===== src/srd_pkg.sv =====
// ----------------------------------------------------------------------------
// srd_pkg
// Types and constants shared by the descending record sorter.
// ----------------------------------------------------------------------------
package srd_pkg;

    localparam int SRD_CAPACITY    = 64;
    localparam int SRD_QUEUE_DEPTH = 4;
    localparam int KEY_W           = 32;
    localparam int TAG_W           = 6;

    localparam logic [KEY_W-1:0] KEY_SIGN = {1'b1, {(KEY_W-1){1'b0}}};

    typedef struct packed {
        logic signed [KEY_W-1:0] sort_key;
        logic [TAG_W-1:0]        record_tag;
        logic                    batch_end;
    } t_in_item;

    typedef struct packed {
        logic signed [KEY_W-1:0] out_key;
        logic [TAG_W-1:0]        out_tag;
        logic                    out_last;
        logic                    overflowed;
    } t_out_item;

    // key kept as an unsigned rank so that plain compares order it
    typedef struct packed {
        logic [KEY_W-1:0] key_rank;
        logic [TAG_W-1:0] tag;
        logic             batch_end;
    } t_queue_entry;

    typedef struct packed {
        logic         valid;
        t_queue_entry entry;
    } t_queue_head;

    typedef enum logic {
        ST_LOAD,
        ST_DRAIN
    } t_back_state;

endpackage


===== src/srd_front.sv =====
// ----------------------------------------------------------------------------
// srd_front
// Accepts items, maps each key to an unsigned rank and queues them for the
// sorting back end.
// ----------------------------------------------------------------------------
module srd_front import srd_pkg::*; #(
    parameter int QUEUE_DEPTH = SRD_QUEUE_DEPTH
) (
    input  logic        i_clk,
    input  logic        i_rst_n,
    input  logic        i_push,
    output logic        o_full,
    input  t_in_item    i_item,
    output t_queue_head o_head,
    input  logic        i_head_pop
);

    localparam int AW = $clog2(QUEUE_DEPTH);

    t_queue_entry   r_mem [QUEUE_DEPTH];
    logic [AW:0]    r_wr_ptr;
    logic [AW:0]    r_rd_ptr;
    logic           push_ok;
    logic           pop_ok;
    logic           empty;
    t_queue_entry   new_entry;

    assign o_full  = (r_wr_ptr[AW] != r_rd_ptr[AW]) && (r_wr_ptr[AW-1:0] == r_rd_ptr[AW-1:0]);
    assign empty   = (r_wr_ptr == r_rd_ptr);
    assign push_ok = i_push && !o_full;
    assign pop_ok  = i_head_pop && !empty;

    always_comb begin
        new_entry.key_rank  = i_item.sort_key ^ KEY_SIGN;
        new_entry.tag       = i_item.record_tag;
        new_entry.batch_end = i_item.batch_end;
    end

    assign o_head.valid = !empty;
    assign o_head.entry = r_mem[r_rd_ptr[AW-1:0]];

    always_ff @(posedge i_clk) begin
        if (push_ok) begin
            r_mem[r_wr_ptr[AW-1:0]] <= new_entry;
        end
    end

    always_ff @(posedge i_clk) begin
        if (!i_rst_n) begin
            r_wr_ptr <= '0;
            r_rd_ptr <= '0;
        end else begin
            if (push_ok) begin
                r_wr_ptr <= r_wr_ptr + 1'b1;
            end
            if (pop_ok) begin
                r_rd_ptr <= r_rd_ptr + 1'b1;
            end
        end
    end

endmodule


===== config.mk =====
export PLATFORM = sky130hd
export DESIGN_NAME = srd_front
export DESIGN_NICKNAME = d
export VERILOG_FILES = /design/src/srd_pkg.sv /design/src/srd_front.sv
export SDC_FILE = /design/constraint.sdc
export NUM_CORES = 1
export LEC_CHECK = 0
export BUFFER_PORTS_ARGS = -buffer_cell sky130_fd_sc_hd__buf_2
export CORE_MARGIN = 5
export CORE_UTILIZATION = 59
export DETAILED_ROUTE_END_ITERATION = 16
export PLACE_DENSITY_LB_ADDON = 0.1
export SYNTH_ARGS = -nofsm -noshare
export SYNTH_HDL_FRONTEND = slang
export SYNTH_SLANG_ARGS = --single-unit

===== constraint.sdc =====
create_clock -name i_clk -period 4.73 [get_ports i_clk]
set_input_delay 0.2365 -clock i_clk [delete_from_list [all_inputs] [get_ports i_clk]]
set_output_delay 0.2365 -clock i_clk [all_outputs]
set_load 0.05 [all_outputs]

Yosys cells after proc, flatten, opt, wreduce, memory -nomap -nowiden
Memories as Yosys holds them, arrays and structs flattened. A register that Yosys moved wholly into a read port is not among the register bits. Index checks and enable logic that the tools add are counted.

Add/sub/neg operators: 2. Equality and inequality tests: 3. Reduce and logical (&&, ||, !) cells: 5. Multiplexer cells: 4. Bitwise logic cells: 1.

Operators by type and width (number): adder 3 x 1 -> 3 bit, second input constant (2); two-way mux 2 bit (2); == test 3 bit (1); logical AND 1 bit (3); == test 2 bit (1); logical NOT 1 bit (2); two-way mux 1 bit (2); inequality test 1 bit (1); NOT 1 bit (1).

Memories kept: 1. Word-level logic and storage cells: 18. Output and inout port bits: 41. RAM bits: 156. Register bits: 6.

Memory list: r_mem (depth 4, width 39, read ports 1, clocked after memory_dff 1, wr ports 1, line srd_front.sv:20) `t_queue_entry r_mem [QUEUE_DEPTH];`.

Longest topological paths before layout
Gate-level depths: netlist (run 1).

Depth after elaboration: 6. Gate-level depth with buffers: 5. Mapped depth without buffers: 4.

Least setup slack after synthesis (run 1)
OpenSTA, ideal clock, no wires.

Kind: flip-flop to flip-flop. Start point: register r_wr_ptr[1]. End point: memory r_mem[3][0] (netlist bit), enable pin. Slack: 1.467 ns. Required time: 4.234 ns. Period minus slack after synthesis: 3.263 ns. Setup time: 0.496 ns. Cell stages (with the launch flop): 5. Buffers on the path: 1. Arrival time: 2.767 ns. Cells stage by stage: dfxtp_1 -> buf_6 -> xor2_1 -> nor3_1 -> nor2_1.

Cells in the longest elaborated chain, start to end: 6.

RTL lines: start: declaration (line srd_front.sv:21) `logic [AW:0] r_wr_ptr;`; start signal: assignment (line srd_front.sv:54) `r_wr_ptr <= r_wr_ptr + 1'b1;`; == test 2 bit (line srd_front.sv:28) `assign o_full = (r_wr_ptr[AW] != r_rd_ptr[AW]) && (r_wr_ptr[AW-1:0] == r_rd_ptr[AW-1:0]);`; logical AND 1 bit (line srd_front.sv:28); via o_full (line srd_front.sv:12) `output logic o_full,`; logical NOT 1 bit (line srd_front.sv:30) `assign push_ok = i_push && !o_full;`; logical AND 1 bit (line srd_front.sv:30); two-way mux 1 bit (line srd_front.sv:43) `if (push_ok) begin`; two-way mux 1 bit (not written as such) (line srd_front.sv:44) `r_mem[r_wr_ptr[AW-1:0]] <= new_entry;`; end: declaration (line srd_front.sv:20).

The timed path passes the listed nets, and every way through them passes these cells.

==> results of run 1 <==
worst register-to-register path, delay by kind of cell (launching register included):
family	cells	cell delay [ns]
xor gates and xnor gates	1	0.42
buffers and inverters	1	0.43
DFF	1	0.47
and+or+nand+nor	2	0.75
power by group through the flow:
stage	registers, mW	clock network (mW)	logic, mW
6_report	1.99	1.32	1.40
5_1_grt	2.02	1.42	1.47
4_1_cts	2.00	1.34	1.41
3_5_place_dp	2.02	0	1.38
3_3_place_gp	2.01	0	1.37
2_1_floorplan	1.92	0	1.15
cells by family (layout without fill, tap and decap cells):
logic type / after synthesis / in the layout
XOR/XNOR: 6 / 6
AND/OR/NAND/NOR: 24 / 24
multiplexers: 39 / 39
buffers and inverters: 16 / 162
adder cells (fa/ha/maj): 5 / 5
AO/OA/AOI/OAI: 18 / 18
flip-flops: 164 / 164
metal layers:
metal	up-vias	share of wire (%)
li1	1413	-
met1	1579	39
met2	97	54
met3	4	5.7
met4	0	0.45
met5	-	0
layout make-up:
class                      count  share of cell area [%]
clock buffer                  17                    5.37
clock inverter                14                    2.12
inverter                       6                   0.292
multi-input combinational     92                    16.4
sequential                   164                    62.8
tap                          136                    2.21
timing repair buffer         125                    10.8
through the flow:
step | instances | utilization (%) | hold WS (ns) | area, µm² | power, mW
floorplan | 272 | - | 0.335 | 6180 | 3.07
global placement | 483 | 65.5 | 0.448 | 6740 | 3.39
detailed placement | 483 | 65.5 | 0.451 | 6740 | 3.40
CTS | 554 | 75.1 | 0.0603 | 7710 | 4.75
global route | 554 | 75.1 | 0.102 | 7710 | 4.91
finish | 554 | 75.1 | 0.0951 | 7710 | 4.71
final timing paths:
| check | end | depth (start not counted) | startpoint | slack (ns) |
|---|---|---|---|---|
| min reg2reg | r_wr_ptr[2] | 2 | r_wr_ptr[2] | 0.55 |
| max | o_head[36] | 3 | flip-flop | 1.81 |
| min | r_wr_ptr[1] | 3 | i_push | 0.1 |
| max reg2reg | r_mem[3][30] | 4 | r_wr_ptr[0] | 2.31 |
registers in the layout, summed over array words and instances, names as in the netlist, named ones only:
signal and count:
r_rd_ptr 3, r_wr_ptr 3, r_mem 156
cell usage after synthesis (4+ instances only):
cell type,count
a211o_1,4
and2_1,4
dfxtp_1,8
edfxtp_1,156
ha_1,5
inv_1,6
mux4_2,39
nand2_1,4
nand3b_1,4
o21ai_0,4
==> impl_results.md, run 1 <==
* Status: finished, final reports clean
* Slowest cell delay on critical path at between 0.9 and 1 ns
* Width of the die at approximately 110 µm
* CP Launch Type: flip-flop
* Slew margin rel. at roughly 28%
* Post-route clock skew at roughly 0.0086 ns
* Crit path DAT at roughly 2.7 ns
* Synth Area in XOR/XNOR at less than 1%
* Area leader, netlist: edfxtp_1
* CTS max path bufs at 2
* Seq/Total Area, Yosys at roughly four fifths
* Worst VDD drop at 0.000421 V
* Rows at 37
* Final wirelength at between 10,000 and 15,000 µm
* Max Freq at roughly 340 MHz
* Final hold viol count at 0
* Setup bufs post-CTS at 0
* DR WL/cell at roughly 21 µm
* CP Class: flip-flop to output pin
* Async set or reset register ratio after synthesis at 0%
* CP cell instances: buf_4, mux4_2, buf_2
* # resized after CTS at 0
* Syn Nets at 320
* Number of flops mapped to enable cells by yosys at between 150 and 200
* CP Data Required Time at 4.49 ns
* RSZ-0062 raised after global routing: false
* Cell variety after synth at 29
* Psw at between 1.5 and 2 mW
* Cell area after synthesis at a little over 6000 µm²
* Seq pwr share at ~42%
* Detail Placement HPWL at 6380 µm
* PortBufs at 83
* Worst-path fanout max at 25
* Via density at 5.58
* Final min period at between 2 and 3 ns
* Adder-cell share of the synthesized area at under 10%
* Root buf cell: clkbuf_8
* Final nets at between 400 and 500
* DR vias at between 3,000 and 4,000
* Synth Flop Type: edfxtp_1
* Largest family of logic cells by synthesized area: multiplexers
* Combinational fraction of design power at between 20% and 30%
* Final Cycle Share at ~62%
* I/O pin count at between 80 and 90
* GR Util met2 at between 30% and 40%
* Slowest cell on crit path: dfxtp_2
* Met1 usage at approximately 25%
* Antenna cell count at 0
* Layout cells sized above 1 at between 30% and 40%
* Synth warn at 0
* CTS tree: built
* Multi-input logic area at between 1000 and 1500 µm²
* Initial Util at about three fifths
* Filler cells at 624
* Clock latency on the worst-skew pair at 0.51 ns
* Cell-internal power at around 3.1 mW
* Most frequent cells in the layout: edfxtp_1, buf_2, dlygate4sd3_1, mux4_2, clkbuf_16
* PwrDens at 610 nW/µm²
* Remaining Overflow, GRT at 0
* GPL Wtd Cong at 0.833
* Die ar. at between 10,000 and 15,000 µm²
* Proportion of synthesized area in mux cells at around 14%
* Core area at around 10,000 µm²
* First-pass GRT wire length at about 18,000 µm
* Worst Tran Pin Value at between 1 and 1.5 ns
* Setup-failing EPs final at 0
* CP endpoint kind: output pin
* Hold Crit Class: input port to flip-flop
* All-layer global routing usage at around a fifth
* Setup TNS at 0 ns
* Pleak at about 2.7 nW
* GR Util met3 at around 4.7%
* Antenna-violating nets left at 0
* Sink Count at 164
* Synth Area in Compound Gates at under 10%
* Clock power share at 28.1%
* Post-synth top area share at between 70% and 80%
* Worst slack, placed at between 2 and 2.5 ns
* Growth of design area from synthesis to finish at 24.8%
* Final setup margin at between 1.5 and 2 ns
* Pin count of the biggest net entering global routing at 40
* Commonest non-fill, non-tap cell in the layout: edfxtp_1
* Worst-path clk slew at ~0.060 ns
* Die Height at roughly 110 µm
* Switch share at 34.8%
* GR peak layer: met2
* Synth area leaders: edfxtp_1, mux4_2, dfxtp_1
* Initial DRC count at 170
* Total CTS buffers at 17
* Register area at a little under 5000 µm²
* Flops & latches, synth at between 150 and 200
* # DRC at 0
* H-tree depth at 4
* Antenna violations before repair at 0
* Max cap viols at 0
* Avg Cell Area, Syn at 22.7 µm²
* CTS Hold Bufs at 40
* Vias in the first global route at 3,318
* Drt first pass iters at 4
* Cell count after synthesis at 272
* Number of buffers and inverters on the critical path at 2
* Worst path top cell family by delay: flip-flops
* Synth Area in Simple Gates at around 2.2%
* Max Transition Viols Final at 0
(Power assumes the default switching activity.)
==> run 2, diff against run 1 <==
--- a/config.mk
+++ b/config.mk
@@ -7,7 +7,7 @@
 export LEC_CHECK = 0
 export BUFFER_PORTS_ARGS = -buffer_cell sky130_fd_sc_hd__buf_2
 export CORE_MARGIN = 5
-export CORE_UTILIZATION = 59
+export CORE_UTILIZATION = 57
 export DETAILED_ROUTE_END_ITERATION = 16
 export PLACE_DENSITY_LB_ADDON = 0.1
 export SYNTH_ARGS = -nofsm -noshare
==> constraint.sdc (replaced) <==
create_clock -name i_clk -period 2.98 [get_ports i_clk]
set_input_delay 0.149 -clock i_clk [delete_from_list [all_inputs] [get_ports i_clk]]
set_output_delay 0.149 -clock i_clk [all_outputs]
set_load 0.05 [all_outputs]
==> run 2 against run 1 <==
Final cell count grew 2.0%. Non-clock buffer count is 7 higher. Critical path depth rose by 1. Clock-buffer cell count up 1. Register-to-register slack worse by 1.5 ns. Critical endpoint is now r_mem[0][11].
==> impl_results.md, run 2 (synthesis gave the netlist of run 1 again) <==
* Initial DRC count at between 150 and 200
* Core area at ~11,000 µm²
* Antenna cell count at 0
* Total CTS buffers at 17
* PortBufs at slightly above 80
* Slowest cell on crit path: and2_2
* Final min period at between 2 and 2.5 ns
* Remaining Overflow, GRT at 0
* Layout cells sized above 1 at roughly two fifths
* Pin count of the biggest net entering global routing at 40
* Slowest cell delay on critical path at ~0.56 ns
* All-layer global routing usage at 18.5%
* Worst VDD drop at 0.000979 V
* Max Freq at between 400 and 500 MHz
* CP Class: flip-flop to flip-flop
* Initial Util at between 50% and 60%
* Final wirelength at between 10,000 and 15,000 µm
* Max reg flops at 156
* Worst path top cell family by delay: simple AND/OR/NAND/NOR gates
* Worst-path clk slew at around 0.06 ns
* Growth of design area from synthesis to finish at 26.5%
* Drt first pass iters at 4
* Final nets at approximately 460
* Sink Count at approximately 160
* Setup TNS at 0 ns
* Hold Crit Class: input port to flip-flop
* GPL Wtd Cong at about 0.74
* Detail Placement HPWL at around 6600 µm
* Die Height at ~110 µm
* Max cap viols at 0
* RSZ-0062 raised after global routing: false
* DR vias at between 3,000 and 4,000
* Worst Tran Pin Value at around 0.64 ns
* Hold_ws at approximately 0.37 ns
* Width of the die at ~110 µm
* First-pass GRT wire length at ~18,000 µm
* Final Cycle Share at between 70 and 80%
* Rows at 38
* CP endpoint kind: flip-flop
* Post-route clock skew at roughly 0.0073 ns
* I/O pin count at between 80 and 90
* Status: finished, final reports clean
* Vias in the first global route at about 3,300
* Setup bufs post-CTS at 0
* Worst-path fanout max at 21
* Clock latency on the worst-skew pair at 0.53 ns
* Multi-input logic area at roughly 1300 µm²
* Filler cells at around 700
* # DRC at 0
* Register area at just under 5000 µm²
* CP cell instances: xnor2_1, a31oi_1, and2_2, buf_4
* Final non-filler cell total at 565
* Via density at roughly 5.4
* Pleak at approximately 2.7 nW
* Root buf cell: clkbuf_8
* Slew margin rel. at between 50% and 60%
* CP Data Required Time at 3.20 ns
* PwrDens at a little under 1000 nW/µm²
* Number of buffers and inverters on the critical path at 1
* H-tree depth at 4
* CTS tree: built
* Most frequent cells in the layout: edfxtp_1, buf_2, dlygate4sd3_1, mux4_2, clkbuf_16
* Max Transition Viols Final at 0
* Reg-to-reg slack, setup at between 0.7 and 0.8 ns
* Antenna violations before repair at 0
* Setup-failing EPs final at 0
* Die ar. at 13,000 µm²
* CTS max path bufs at 2
* CP Launch Type: flip-flop
* Crit path DAT at ~2.4 ns
* Final hold viol count at 0
* Final Power at ~7.5 mW
* DR WL/cell at slightly below 20 µm
* Commonest non-fill, non-tap cell in the layout: edfxtp_1
* DP Cell Count at a little under 500
* Antenna-violating nets left at 0
## run 2: layout make-up
type | instances | area share [%]
multi-input cells | 92 | 16.3
repair buffers | 132 | 11.8
inverters | 6 | 0.288
clock inverters | 13 | 2.03
flip-flops and latches | 164 | 62.0
clock buffers | 18 | 5.34
well taps | 140 | 2.24
## run 2: what timing repair did
item | CTS | global route
resized for setup | 0 | 0
endpoints found under the hold margin | 161 | 0
hold buffers | 42 | 0
## run 2: worst paths after layout
path | cells after the start | end | start
worst min-delay path | 2 | r_mem[1][5] | i_item[5]
worst min register to register | 2 | r_wr_ptr[2] | r_wr_ptr[2]
worst max register to register | 4 | r_mem[0][11] | r_wr_ptr[1]
worst max-delay path | 4 | r_mem[0][11] | r_wr_ptr[1]
## run 2: stage by stage
step | util [%] | instance area (µm²) | setup WS [ns]
6_report | 72.8 | 7820 | 0.771
2_1_floorplan | - | 6190 | 0.487
3_3_place_gp | 63.5 | 6820 | 0.817
3_5_place_dp | 63.5 | 6820 | 0.743
5_1_grt | 72.8 | 7820 | 0.581
4_1_cts | 72.8 | 7820 | 0.749
## run 2: where the power goes
| group | switching [mW] | total [mW] | internal (mW) |
|---|---|---|---|
| sequential | 0.116 | 3.04 | 2.92 |
| clock | 0.836 | 2.10 | 1.27 |
| combinational | 1.66 | 2.38 | 0.728 |
| total | 2.61 | 7.53 | 4.92 |
## run 2: metal layers
| layer | vias up | part of all wire [%] | track usage (%) |
|---|---|---|---|
| li1 | 1431 | - | - |
| met1 | 1541 | 41 | 23.5 |
| met2 | 91 | 51 | 30.4 |
| met3 | 14 | 6.1 | 5.81 |
| met4 | 0 | 1.3 | 6.65 |
| met5 | - | 0 | 0 |
